==> src/rtl/pbtw_pkg.sv <==
// Package for per-id busy-time window accounting.
// Types and constants shared by the slot cell, close unit and top level.
`timescale 1ns / 1ps
package pbtw_pkg;
  localparam int SLOTS_DEF = 64;
  localparam int OWNER_W = 32;
  localparam int TIME_W = 64;
  localparam int TICK_W = 34;
  localparam int WIN_W = 30;
  localparam logic [WIN_W-1:0] WINDOW_RESET = 30'd1000000000;
  // ns = ticks * 1e9 / 19.2e6 = ticks * 625 / 12
  // ticks / 12 = (ticks / 4) / 3, the divide by 3 by reciprocal multiply
  localparam int NS_MUL = 625;
  localparam logic [31:0] DIV3_RECIP = 32'hAAAAAAAB;
  localparam logic [0:0] CFG_ENABLE = 1'b0;
  localparam logic [0:0] CFG_WINDOW = 1'b1;
  localparam logic OP_ACCOUNT = 1'b0;
  localparam logic OP_FLUSH = 1'b1;

  typedef struct packed {
    logic                 used;
    logic [OWNER_W-1:0]   owner;
    logic [TIME_W-1:0]    wopen;
    logic [TIME_W-1:0]    wlast;
    logic [TIME_W-1:0]    busy;
    logic [TIME_W-1:0]    pend;
  } slot_t;
endpackage

==> src/rtl/pbtw_close.sv <==
// Period close arithmetic for the slot at the head of the ring.
// Depends on pbtw_pkg; purely combinational, one compare chain.
`timescale 1ns / 1ps
module pbtw_close (
  input  pbtw_pkg::slot_t s,
  input  logic [pbtw_pkg::WIN_W-1:0] win,
  output logic made,
  output logic [pbtw_pkg::TIME_W-1:0] start,
  output logic [pbtw_pkg::WIN_W-1:0] busy_o
);
  import pbtw_pkg::*;
  logic [TIME_W-1:0] w64, b, per, st, len;
  always_comb begin
    w64 = {{(TIME_W-WIN_W){1'b0}}, win};
    b = (s.busy > w64) ? w64 : s.busy;
    per = s.wlast - s.wopen;
    if (per < b) per = b;
    if (per > w64) per = w64;
    st = s.wlast - per;
    if (st < s.pend) st = s.pend;
    len = s.wlast - st;
    if (b > len) b = len;
    made = (s.busy != '0) && (st < s.wlast) && (b != '0);
    start = st;
    busy_o = b[WIN_W-1:0];
  end
endmodule

==> config.mk <==
export PLATFORM = sky130hd
export DESIGN_NAME = pbtw_close
export DESIGN_NICKNAME = d
export VERILOG_FILES = /design/src/rtl/pbtw_pkg.sv /design/src/rtl/pbtw_close.sv
export SDC_FILE = /design/constraint.sdc
export NUM_CORES = 1
export LEC_CHECK = 0
export BUFFER_PORTS_ARGS = -buffer_cell sky130_fd_sc_hd__buf_2
export CORE_MARGIN = 1
export CORE_UTILIZATION = 35
export DETAILED_ROUTE_END_ITERATION = 16
export SYNTH_ARGS = -nofsm -noshare
export SYNTH_HDL_FRONTEND = slang
export SYNTH_SLANG_ARGS = --single-unit
export TNS_END_PERCENT = 20
==> constraint.sdc <==
create_clock -name vclk -period 65.8
set_input_delay 3.29 -clock vclk [all_inputs]
set_output_delay 3.29 -clock vclk [all_outputs]
set_load 0.02 [all_outputs]
==> results.sh <==
export IMPL_syn2layout_area_growth_pct=14.9
export IMPL_power_density_nw_per_um2=34.1
export IMPL_final_area_um2=22900
export IMPL_hold_viol_final=0
export IMPL_dp_hpwl_um=67900
export IMPL_utilization=0.407
export IMPL_antenna_found_initial=1
export IMPL_worstMarginPinSlew_ps=1120
export IMPL_fmax_mhz=28.0
export IMPL_yosysSeqAreaShare=0
export IMPL_crit_fanout=75
export IMPL_drt_iter0_markers=1429
export IMPL_nClkBuffers=0
export IMPL_postCtsHoldBufs=0
export IMPL_setup_violations=0
export IMPL_worstSetupEndpointType="primary output"
export IMPL_ant_nets=0
export IMPL_rows=87
export IMPL_grt_max_degree=76
export IMPL_num_fill_cells=6231
export IMPL_max_cap_violations=0
export IMPL_period_share=0.542
export IMPL_gp_congestion=0.974
export IMPL_dpl_instance_area_um2=22900
export IMPL_p_leak_nw=12.5
export IMPL_vias=22607
export IMPL_rsz0062_at_grt="no"
export IMPL_via_per_inst=5.52
export IMPL_layout_nets=4091
export IMPL_syn_area_um2=20000
export IMPL_drc=0
export IMPL_grt_pass1_wl_um=113000
export IMPL_nFlopsAndLatches=0
export IMPL_status="completed"
export IMPL_grt_ovfl_total=0
export IMPL_grt_usage=0.249
export IMPL_slew_viol_final=0
export IMPL_cts_setup_buffers=0
export IMPL_cp_arrival_ps=32390
export IMPL_cp_start_kind="input pin"
export IMPL_slew_headroom=0.247
export IMPL_portBuffers=381
export IMPL_die_h_um=241
export IMPL_ys_types=97
export IMPL_tns_ps=0
export IMPL_setup_ws_ps=30120
export IMPL_finalPower_mw=0.781
export IMPL_drive_above_1_share=0.133
export IMPL_synth_cells=2926
export IMPL_grt_pass1_vias=20822
export IMPL_wl_per_cell_um=18.6
export IMPL_core_area_um2=56400
export IMPL_avgSynthCellArea_um2=6.82
export IMPL_slowest_delay_ps=950
export IMPL_cp_slowest_cell="nor4_1"
export IMPL_final_seq_area_um2=0
export IMPL_ys_warnings_count=0
export IMPL_drt_pass1_iterations=6
export IMPL_fin_crit_ps=35680
export IMPL_pin_count=414
export IMPL_fp_dieW_um=241
export IMPL_die_area_um2=58000
export IMPL_place_inst=4092
export IMPL_crit_type="input pin to primary output"
export IMPL_required_ps=62510
export IMPL_initial_utilization=0.354
export IMPL_hold_class="input pin to primary output"
export IMPL_fin_cells=4095
export IMPL_multi_input_area_um2=18900
export IMPL_cts_resized=0
export IMPL_ir_worst_vdd_v=0.0000186
export IMPL_wl_um=76000
export IMPL_whs_ps=6950
export IMPL_preCtsSetupSlack_ps=30340
cell families after synthesis:
kind of cell	after synthesis	share of synthesized area
buffers and inverters	385	0.0742
other	2	0.000376
xor gates and xnor gates	166	0.0735
adders and majority gates	443	0.277
and+or+nand+nor	872	0.218
AOI/OAI and AO/OA	1003	0.329
muxes	55	0.0282
final timing paths:
check                   from         to  cells past startpoint
worst max-delay path  s[129]       made                    104
worst min-delay path   s[63]  start[63]                      3
area by class of cell:
cell class	instances	share of cell area
inverter	308	0.0504
antenna	3	0.000327
timing repair buffer	388	0.0854
tap	756	0.0412
multi-input combinational	2640	0.823
layer usage:
layer / global-route usage / vias up / part of all wire
met5: 0 / - / 0
met4: 0.0679 / 0 / 0.031
met3: 0.0148 / 95 / 0.051
met2: 0.441 / 673 / 0.47
met1: 0.324 / 10360 / 0.45
li1: - / 11479 / -
Yosys cell counts (11+ instances only):
| cell | n | area (µm²) |
|---|---|---|
| xor2_1 | 67 | 587 |
| a211oi_1 | 15 | 113 |
| o21bai_1 | 37 | 278 |
| nand3_1 | 56 | 280 |
| o211ai_1 | 19 | 143 |
| or3_1 | 17 | 106 |
| nor2_1 | 247 | 927 |
| and2_1 | 15 | 93.8 |
| nand4_1 | 88 | 551 |
| o21a_1 | 37 | 278 |
| clkbuf_1 | 65 | 244 |
| a21o_1 | 232 | 1740 |
| nand2b_1 | 41 | 257 |
| a21oi_1 | 318 | 1590 |
| nor2b_1 | 40 | 250 |
| nor3_1 | 47 | 235 |
| and3_1 | 44 | 275 |
| nand2_1 | 191 | 717 |
| nor4_1 | 29 | 181 |
| o2111ai_1 | 11 | 96.3 |
| inv_1 | 308 | 1160 |
| o21ai_1 | 11 | 55.1 |
| ha_1 | 432 | 5410 |
| xnor2_1 | 98 | 858 |
| and4_1 | 14 | 123 |
| o21ai_0 | 169 | 846 |
| a31oi_1 | 30 | 188 |
| mux2i_1 | 45 | 450 |
worst max-delay path, delay by kind of cell:
kind | cells | cell delay, ps
mux | 2 | 690
fa+ha+maj | 8 | 2380
simple gates | 30 | 8350
buf+inv | 6 | 1460
xor+xnor | 2 | 430
compound gates | 56 | 15650
power breakdown:
part | internal (mW) | switching (mW)
logic | 0.289 | 0.493
registers | 0 | 0
clock network | 0.00000000612 | 0
layout by cell type, fill, tap and decap left out, types with 7 or more instances in the layout:
cell type	n
xor2_1	67
and3_1	44
o21ai_1	11
o21ai_0	169
mux2_2	9
or3_1	17
o2111ai_1	11
and2_1	15
o211a_1	7
o21bai_1	37
nor4_1	29
a21oi_1	318
o211ai_1	19
a21o_1	232
nor2b_1	40
conb_1	101
nand2_1	190
nand3_1	56
or4_1	9
maj3_1	9
o31a_1	8
nand2b_1	41
nor3_1	47
or2_2	10
xnor2_1	98
nor2_1	247
buf_2	381
o31ai_1	9
inv_1	308
buf_4	7
nand4_1	88
a211oi_1	15
and4_1	14
ha_1	432
o21a_1	37
mux2i_1	45
a31oi_1	30
(Power assumes the default switching activity.)
