$ cat config.mk
export PLATFORM = sky130hd
export DESIGN_NAME = pbtw_cell
export DESIGN_NICKNAME = d
export VERILOG_FILES = /design/src/rtl/pbtw_pkg.sv /design/src/rtl/pbtw_cell.sv
export SDC_FILE = /design/constraint.sdc
export NUM_CORES = 1
export LEC_CHECK = 0
export BUFFER_PORTS_ARGS = -buffer_cell sky130_fd_sc_hd__buf_4
export CAP_MARGIN = 30
export CORE_AREA = 3 3 228 230
export DETAILED_ROUTE_END_ITERATION = 10
export DIE_AREA = 0 0 231 233
export SYNTH_ARGS = -nofsm -noshare
export SYNTH_HDL_FRONTEND = slang
export SYNTH_SLANG_ARGS = --single-unit
$ cat constraint.sdc
create_clock -name clk -period 2.9 [get_ports clk]
set_input_delay 0.58 -clock clk [delete_from_list [all_inputs] [get_ports clk]]
set_output_delay 0.58 -clock clk [all_outputs]
set_load 0.02 [all_outputs]
$ cat src/rtl/pbtw_pkg.sv
// Package for per-id busy-time window accounting.
// Types and constants shared by the slot cell, close unit and top level.
`timescale 1ns / 1ps
package pbtw_pkg;
  localparam int SLOTS_DEF = 64;
  localparam int OWNER_W = 32;
  localparam int TIME_W = 64;
  localparam int TICK_W = 34;
  localparam int WIN_W = 30;
  localparam logic [WIN_W-1:0] WINDOW_RESET = 30'd1000000000;
  // ns = ticks * 1e9 / 19.2e6 = ticks * 625 / 12
  // ticks / 12 = (ticks / 4) / 3, the divide by 3 by reciprocal multiply
  localparam int NS_MUL = 625;
  localparam logic [31:0] DIV3_RECIP = 32'hAAAAAAAB;
  localparam logic [0:0] CFG_ENABLE = 1'b0;
  localparam logic [0:0] CFG_WINDOW = 1'b1;
  localparam logic OP_ACCOUNT = 1'b0;
  localparam logic OP_FLUSH = 1'b1;

  typedef struct packed {
    logic                 used;
    logic [OWNER_W-1:0]   owner;
    logic [TIME_W-1:0]    wopen;
    logic [TIME_W-1:0]    wlast;
    logic [TIME_W-1:0]    busy;
    logic [TIME_W-1:0]    pend;
  } slot_t;
endpackage

$ cat src/rtl/pbtw_cell.sv
// One slot cell of the rotating slot ring.
// Depends on pbtw_pkg.
`timescale 1ns / 1ps
module pbtw_cell (
  input  logic          clk,
  input  logic          rst,
  input  logic          shift,
  input  pbtw_pkg::slot_t d,
  output pbtw_pkg::slot_t q
);
  import pbtw_pkg::*;
  always_ff @(posedge clk) begin
    if (rst) begin
      q <= '0;
    end else if (shift) begin
      q <= d;
    end
  end
endmodule

==> results of run 1 <==
metrics by stage:
step                      cells  cell area [sq um]  hold WS (ns)
after floorplan             931              10230        0.5833
after global placement     2146              15270        0.4737
after detailed placement   2146              15270        0.4801
after CTS                  2204              16370        0.2473
after global routing       2204              16370        0.2604
final                      2204              16370        0.2931
cells in the final DEF, fill, tap and decap left out:
cell and count:
clkbuf_16 37, buf_12 8, clkbuf_1 6, clkbuf_8 9, nor2_1 289, clkinv_2 6
buf_8 1, buf_4 597, dfxtp_1 289, clkinvlp_4 1, mux2i_1 289
area by class of cell:
| cell class | count | area, sq um | area share [%] |
|---|---|---|---|
| clock buffer | 51 | 1059 | 6.466 |
| clock inverter | 7 | 37.54 | 0.2293 |
| multi-input combinational | 578 | 3978 | 24.30 |
| sequential | 289 | 5786 | 35.34 |
| tap | 672 | 840.8 | 5.136 |
| timing repair buffer | 607 | 4671 | 28.53 |
final timing paths:
kind / start / endpoint / slack [ns] / cells after the start
hold / removal: d[97] / q[97]$_SDFFE_PP0P_ / 0.29 / 3
setup reg to reg: q[226]$_SDFFE_PP0P_ / q[226]$_SDFFE_PP0P_ / 2.23 / 2
hold reg to reg: q[117]$_SDFFE_PP0P_ / q[117]$_SDFFE_PP0P_ / 0.49 / 2
setup / recovery: q[159]$_SDFFE_PP0P_ / q[159] / 1.20 / 1
report_power, final:
part / switching (mW) / internal, mW / total, mW
combinational: 0.782 / 0.797 / 1.58
clock: 1.66 / 2.51 / 4.17
sequential: 0.134 / 4.21 / 4.35
total: 2.58 / 7.52 / 10.1
synth_stat cells:
cell	number
buf_1	1
buf_2	10
buf_4	8
buf_6	24
clkbuf_1	21
dfxtp_1	289
mux2i_1	289
nor2_1	289
routing by layer:
| metal | track usage, % | wire [um] | vias to the layer above | part of all wire, % |
|---|---|---|---|---|
| li1 | - | - | 4234 | - |
| met4 | 4.087 | 919 | 0 | 2.7 |
| met2 | 19.71 | 16800 | 321 | 50 |
| met1 | 13.53 | 13370 | 3980 | 40 |
| met5 | 0 | 0 | - | 0 |
| met3 | 3.538 | 2404 | 56 | 7.2 |
kinds of logic (layout without fill, tap and decap cells):
logic type,after synthesis,count (layout)
buffers and inverters,64,665
flip-flops,289,289
multiplexers,289,289
AND/OR/NAND/NOR,289,289
==> reports/metrics.cfg, run 1 <==
[final_layout]
final_util_pct = 32.70
layout.nets = 1802
antennaDiodeCount = 0
reg.largest.list = q (289)
area_growth_pct = 60.09
drive_above_1_share_pct = 43.02
top_register = q
nFillCells = 5184
largest_reg_flops = 289

[timing]
post-route-period-util_pct = 58.68
hold_viol = 0
slew_viol_final = 0
finalSetupTns_ns = 0
worst_slew_pin_slew_ns = 0.7836
fin_skew_ns = 0
fin_ws_ns = 1.198
max_freq_ghz = 0.5876
final.min_clock_period_ns = 1.702
setup_viol = 0
slew_headroom_pct = 47.76
grt_setup_unrepaired = false

[drt]
post_drt_wl_per_cell_um = 15.19
drtIter0Drc = 223
viasPerCell = 3.898
dr.pass1.iters = 4
drc = 0
via_count = 8591
routed_wl_um = 33490
detail-route-antenna-nets = 0

[synthesis]
synthCells = 931
synthTopCellsByArea = dfxtp_1 57%, mux2i_1 28%, nor2_1 11%, buf_6 2.6%, clkbuf_1 0.77%
synthSimpleGateAreaFrac_pct = 10.61
ys_types = 8
synthDominantCellAreaShare_pct = 56.58
synth_fp_nets = 1223
synth-compound-area-share_pct = 0
avgSynthCellArea_sq_um = 10.98
yosysSeqAreaShare_pct = 56.58
muxShareOfSynthArea_pct = 28.29
yosys_register_bits = 289
synth_top_family_by_area = multiplexers
ys.warnings.count = 0
synth_top_area_cell = dfxtp_1
syn-cell-area_sq_mm = 0.01023
synthAdderAreaFrac_pct = 0
synth_xor_area_share_pct = 0

[clock_tree]
numCtsBuffers = 34
ctsLongestPathBuffers = 3
cts.repair.resized = 0
clk_latency_ns = 0.51
cts_root_buf = clkbuf_16
cts_tree = done
cts_hold_buf = 0
cts_sinks = 289
htree_levels = 2
clkTransAtPathRegs_ns = 0.06
postCtsSetupRepairBufs = 0

[global_route]
grt_start_max_net_pins = 100
antenna_found_initial = 0
grt_pass1_vias = 8624
globalRouteOverflowTotal = 0
grt_first_pass_wirelength_um = 48980
track_usage_pct = 11.48

[die]
initial_core_util_pct = 20.42
ioPinCount = 581
coreArea_sq_mm = 0.05007
fp.dieArea_sq_mm = 0.05382
rows = 82
die_h_um = 233
die_w_um = 231

[critical_path]
crit_arrival_ns = 1.12
start_kind = flop
cp.buffers_inverters = 1
critPathKind = flop to primary output
cpPeakStageDelay_ns = 0.42
critPathRequiredTime_ns = 2.32
end_kind = primary output
cp_top_family = flip-flops
crit_fanout = 2
cp_cell_sequence = buf_4
crit_slowest_cell = dfxtp_1

[place]
pre_cts_slack_ns = 0.9634
place_congestion = 0.7812
hpwl_um = 25190
portBuffers = 580

[power]
vdd_drop_max_mv = 0.3132
leakage_nw = 8.247
cellPowerDensity_mw_per_mm2 = 616.7
power_mw = 10.10

[min_path]
hold_class = primary input to flop

[outcome]
status = complete, no violations

[run]
drv_cap = 0

No activity file was read; power rests on OpenSTA's default activity.
==> run 2, diff against run 1 <==
Settings changed: CORE_AREA 3 3 228 230 to 3 3 222 224, DIE_AREA 0 0 231 233 to 0 0 225 227.
Clock period 2.9 ns to 1.75 ns, I/O delays scaled along.
==> run 2 against run 1 <==
  * Hold slack lost 0.23 ns
  * Sequential power increased by 66%
  * Count of clock-buffer cells in the layout is 1 lower
  * Combinational power grew 68%
  * Sequential share of layout area is 0.10 points lower
  * Routed wire length up 1.7%
  * Non-clock buffer count is 12 higher
  * Critical path type unchanged
  * Largest power group unchanged
  * Highest routed layer unchanged
==> reports/metrics.cfg, run 2 (synthesis results as in run 1) <==
[timing]
grt_setup_unrepaired = false
slew_viol_final = 0
slew_headroom_pct = 75.98
post-route-period-util_pct = 82.57
finalSetupTns_ns = 0
worst_slew_pin_slew_ns = 0.3603
final.min_clock_period_ns = 1.445
max_freq_ghz = 0.6921
fin_skew_ns = 0
setup_viol = 0
hold_viol = 0

[global_route]
antenna_found_initial = 0
track_usage_pct = 12.41
gr-usage-met2_pct = 22.19
grt_busiest_layer = met2
globalRouteOverflowTotal = 0
grt_start_max_net_pins = 66
met3_usage_pct = 4.010
grt_pass1_vias = 8913
grt_first_pass_wirelength_um = 50070
gr-usage-met1_pct = 13.74

[critical_path]
cp_top_family = flip-flops
start_kind = flop
reg2reg_depth = 2
cpPeakStageDelay_ns = 0.41
crit_fanout = 2
critPathKind = flop to primary output
crit_slowest_cell = dfxtp_1
cp_cell_sequence = buf_4
end_kind = primary output
critPathRequiredTime_ns = 1.40
cp.buffers_inverters = 1
crit_arrival_ns = 1.09
crit_cells = 1

[min_path]
whs_path_depth = 3
hold_class = primary input to flop

[drt]
routed_wl_um = 34070
via_count = 8705
detail-route-antenna-nets = 0
viasPerCell = 4.032
dr.pass1.iters = 4
drtIter0Drc = 267
post_drt_wl_per_cell_um = 15.78
drc = 0

[power]
switching_share_pct = 25.64
p_int_mw = 12.37
power.share.clock_pct = 40.7
power_frac_comb_pct = 16.0
net-switching-power_mw = 4.266
vdd_drop_max_mv = 0.8045
cellPowerDensity_mw_per_mm2 = 1013
leakage_nw = 8.314
p_seq_share_pct = 43.3

[final_layout]
fin_area_sq_mm = 0.01642
final_util_pct = 34.53
layout.nets = 1814
top_register = q
mostFrequentLayoutCell = buf_4
reg.largest.list = q (289)
drive_above_1_share_pct = 43.46
antennaDiodeCount = 0
largest_reg_flops = 289
area_growth_pct = 60.54
mostFrequentLayoutCells = 605 x buf_4, 289 x mux2i_1, 289 x nor2_1, 289 x dfxtp_1, 35 x clkbuf_16

[die]
initial_core_util_pct = 21.51
coreArea_sq_mm = 0.04755
rows = 80
fp.dieArea_sq_mm = 0.05108
die_w_um = 225
ioPinCount = 581
die_h_um = 227

[outcome]
status = complete, no violations

[run]
drv_cap = 0

[clock_tree]
cts_tree = done
cts_sinks = 289
htree_levels = 2
cts_root_buf = clkbuf_16
clk_latency_ns = 0.51
ctsLongestPathBuffers = 3
cts.repair.resized = 0
clkTransAtPathRegs_ns = 0.06
numCtsBuffers = 34
cts_hold_buf = 0
postCtsSetupRepairBufs = 0

[place]
portBuffers = 580
hpwl_um = 26250
place_area_sq_mm = 0.01534
place_congestion = 0.7894

## run 2: through the flow
step                power (mW)  setup slack, ns  hold WS [ns]  instances
finish                   16.64           0.3050       0.05936       2159
detailed placement       10.03           0.3114        0.4823       2101
global route             17.40           0.2497       0.02725       2159
CTS                      16.94           0.2476      0.006573       2159
global placement         9.987           0.3588        0.4744       2101
floorplan                8.622           0.5837        0.4972        931
## run 2: worst min-delay path, cell delays in order
cell     delay (ns)
buf_4          0.08
mux2i_1        0.05
nor2_1         0.07
## run 2: routing by layer
metal / wire [um] / part of all wire [%]
met4: 1068 / 3.1
met3: 2747 / 8.1
met2: 17190 / 50
met5: 0 / 0
met1: 13070 / 38
## run 2: power groups by stage
stage	sequential (mW)	combinational [mW]	clock, mW
5_1_grt	7.25	2.85	7.30
6_report	7.21	2.65	6.77
3_3_place_gp	7.33	2.65	0
4_1_cts	7.21	2.69	7.04
3_5_place_dp	7.34	2.69	0
2_1_floorplan	7.79	0.836	0
## run 2: path summary, 6_finish.rpt
check                      startpoint                  end  slack, ns
setup / recovery  q[130]$_SDFFE_PP0P_               q[130]       0.31
hold reg to reg   q[166]$_SDFFE_PP0P_  q[166]$_SDFFE_PP0P_       0.49
setup reg to reg  q[130]$_SDFFE_PP0P_  q[130]$_SDFFE_PP0P_       1.07
hold / removal                 d[220]  q[220]$_SDFFE_PP0P_       0.06
## run 2: cell type report
| class | count | area (sq um) |
|---|---|---|
| well taps | 615 | 769.5 |
| clock inverters | 8 | 51.30 |
| fillers | 4803 | 31130 |
| flip-flops and latches | 289 | 5786 |
| multi-input cells | 578 | 3978 |
| clock buffers | 50 | 1022 |
| repair buffers | 619 | 4811 |
==> run 3, diff against run 2 <==
Settings changed: CORE_AREA 3 3 222 224 to 3 3 226 228, DIE_AREA 0 0 225 227 to 0 0 229 231.
Clock period 1.75 ns to 1.18 ns, I/O delays scaled along.
==> run 3 against run 2 <==
  * The run now ends with setup timing left
  * Critical path depth unchanged
  * Count of clock-buffer cells in the layout down 2
  * Clock power is 51% higher
  * Highest routed layer unchanged
==> reports/metrics.cfg, run 3 (synthesis results as in run 1) <==
[outcome]
status = finished, violations left
violations = setup timing

[place]
place_congestion = 0.8687
pre_cts_slack_ns = 0.02220
portBuffers = 580
hpwl_um = 26000

[final_layout]
reg.largest.list = q (289)
nFillCells = 4362
mostFrequentLayoutCells = 369 x buf_4, 289 x mux2i_1, 289 x nor2_1, 289 x dlygate4sd3_1, 289 x buf_6
multi_input_area_sq_mm = 0.003978
drive_above_1_share_pct = 53.84
layout.nets = 2160
area_growth_pct = 108.3
largest_reg_flops = 289
mostFrequentLayoutCell = buf_4
seqCellArea_sq_mm = 0.006150
top_register = q

[critical_path]
cp.buffers_inverters = 1
reg2reg_depth = 4
start_kind = flop
critPathRequiredTime_ns = 0.94
crit_arrival_ns = 1.01
rrSetupSlack_ns = 0.26
crit_slowest_cell = dfxtp_4
critPathKind = flop to primary output
crit_fanout = 2
rr_startpoint = q[128]$_SDFFE_PP0P_
cp_cell_sequence = buf_6
cpPeakStageDelay_ns = 0.36
r2r_end = q[128]$_SDFFE_PP0P_
cp_top_family = flip-flops
end_kind = primary output

[global_route]
antenna_found_initial = 1
grt_first_pass_wirelength_um = 62350
globalRouteOverflowTotal = 0
track_usage_pct = 14.66
grt_start_max_net_pins = 35
grt_pass1_vias = 11310

[timing]
setup_viol = 289
post-route-period-util_pct = 105.3
slew_viol_final = 0
grt_setup_unrepaired = true
hold_viol = 0
hold_ws_ns = 0.1222
fin_skew_ns = 0
final.min_clock_period_ns = 1.243
worst_slew_pin_slew_ns = 0.2203
finalSetupTns_ns = -7.407
slew_headroom_pct = 84.89
max_freq_ghz = 0.8046
fin_ws_ns = -0.06278

[drt]
routed_wl_um = 40790
viasPerCell = 4.055
post_drt_wl_per_cell_um = 15.98
drtIter0Drc = 283
drc = 0
dr.pass1.iters = 4
via_count = 10350
detail-route-antenna-nets = 0

[clock_tree]
clk_latency_ns = 0.52
clkTransAtPathRegs_ns = 0.06
ctsLongestPathBuffers = 3
htree_levels = 2
cts_sinks = 289
cts_tree = done
numCtsBuffers = 34
cts_root_buf = clkbuf_16

[power]
leakage_nw = 10.19
cellPowerDensity_mw_per_mm2 = 1244
vdd_drop_max_mv = 0.8890

[run]
drv_cap = 0

[min_path]
hold_end = q[63]$_SDFFE_PP0P_
min_from = rst
whs_path_depth = 3
hold_class = primary input to flop

[die]
fp.dieArea_sq_mm = 0.05290
die_w_um = 229
die_h_um = 231
coreArea_sq_mm = 0.04905
initial_core_util_pct = 20.85
rows = 81
ioPinCount = 581

==> run 3: worst max-delay path by stage <==
stage / from / endpoint / slack, ns / cells past startpoint
after floorplan: shift / q[174]$_SDFFE_PP0P_ / 0.13 / 5
after global placement: shift / q[128]$_SDFFE_PP0P_ / 0.06 / 5
after detailed placement: shift / q[165]$_SDFFE_PP0P_ / 0.02 / 5
after CTS: q[40]$_SDFFE_PP0P_ / q[40] / -0.11 / 1
after global routing: q[254]$_SDFFE_PP0P_ / q[254] / -0.12 / 1
final: q[40]$_SDFFE_PP0P_ / q[40] / -0.06 / 1
==> run 3: worst min-delay path, delay by kind of cell <==
| family | cells | cell delay [ns] |
|---|---|---|
| buf+inv | 2 | 0.30 |
| simple gates | 1 | 0.06 |
==> run 3: layout make-up <==
| class | instances | share of cell area [%] |
|---|---|---|
| timing repair buffer | 965 | 43.50 |
| sequential | 289 | 28.87 |
| multi-input combinational | 578 | 18.67 |
| clock buffer | 48 | 4.869 |
| tap | 664 | 3.900 |
| clock inverter | 7 | 0.1821 |
| antenna | 1 | 0.01175 |
==> run 3: stage by stage <==
stage	instances	util (%)	total power, mW	area [sq um]
floorplan	931	-	12.79	10230
global placement	2162	31.69	14.85	15540
detailed placement	2162	31.69	14.91	15540
CTS	2519	42.93	26.63	21060
global route	2552	43.43	27.57	21300
finish	2552	43.43	26.51	21300
==> run 3: layer usage <==
metal	wire length [um]	vias to the layer above	GRT usage, %
met3	2864	115	4.479
met1	14910	4859	15.08
li1	-	4955	-
met2	21220	420	26.90
met5	0	-	0
met4	1805	0	7.353
==> run 3: power by group <==
part | switching, mW | total, mW | internal, mW
clock network | 4.11 | 10.2 | 6.09
logic | 2.27 | 5.40 | 3.13
registers | 0.440 | 10.9 | 10.5
total | 6.82 | 26.5 | 19.7
==> run 3: timing repair <==
item / 4_1_cts / 5_1_grt
endpoints found under the hold margin: 289 / 0
setup buffers: 13 / 32
endpoints found under the setup margin: 289 / 289
hold buffers: 289 / 0
gates resized for setup: 579 / 0
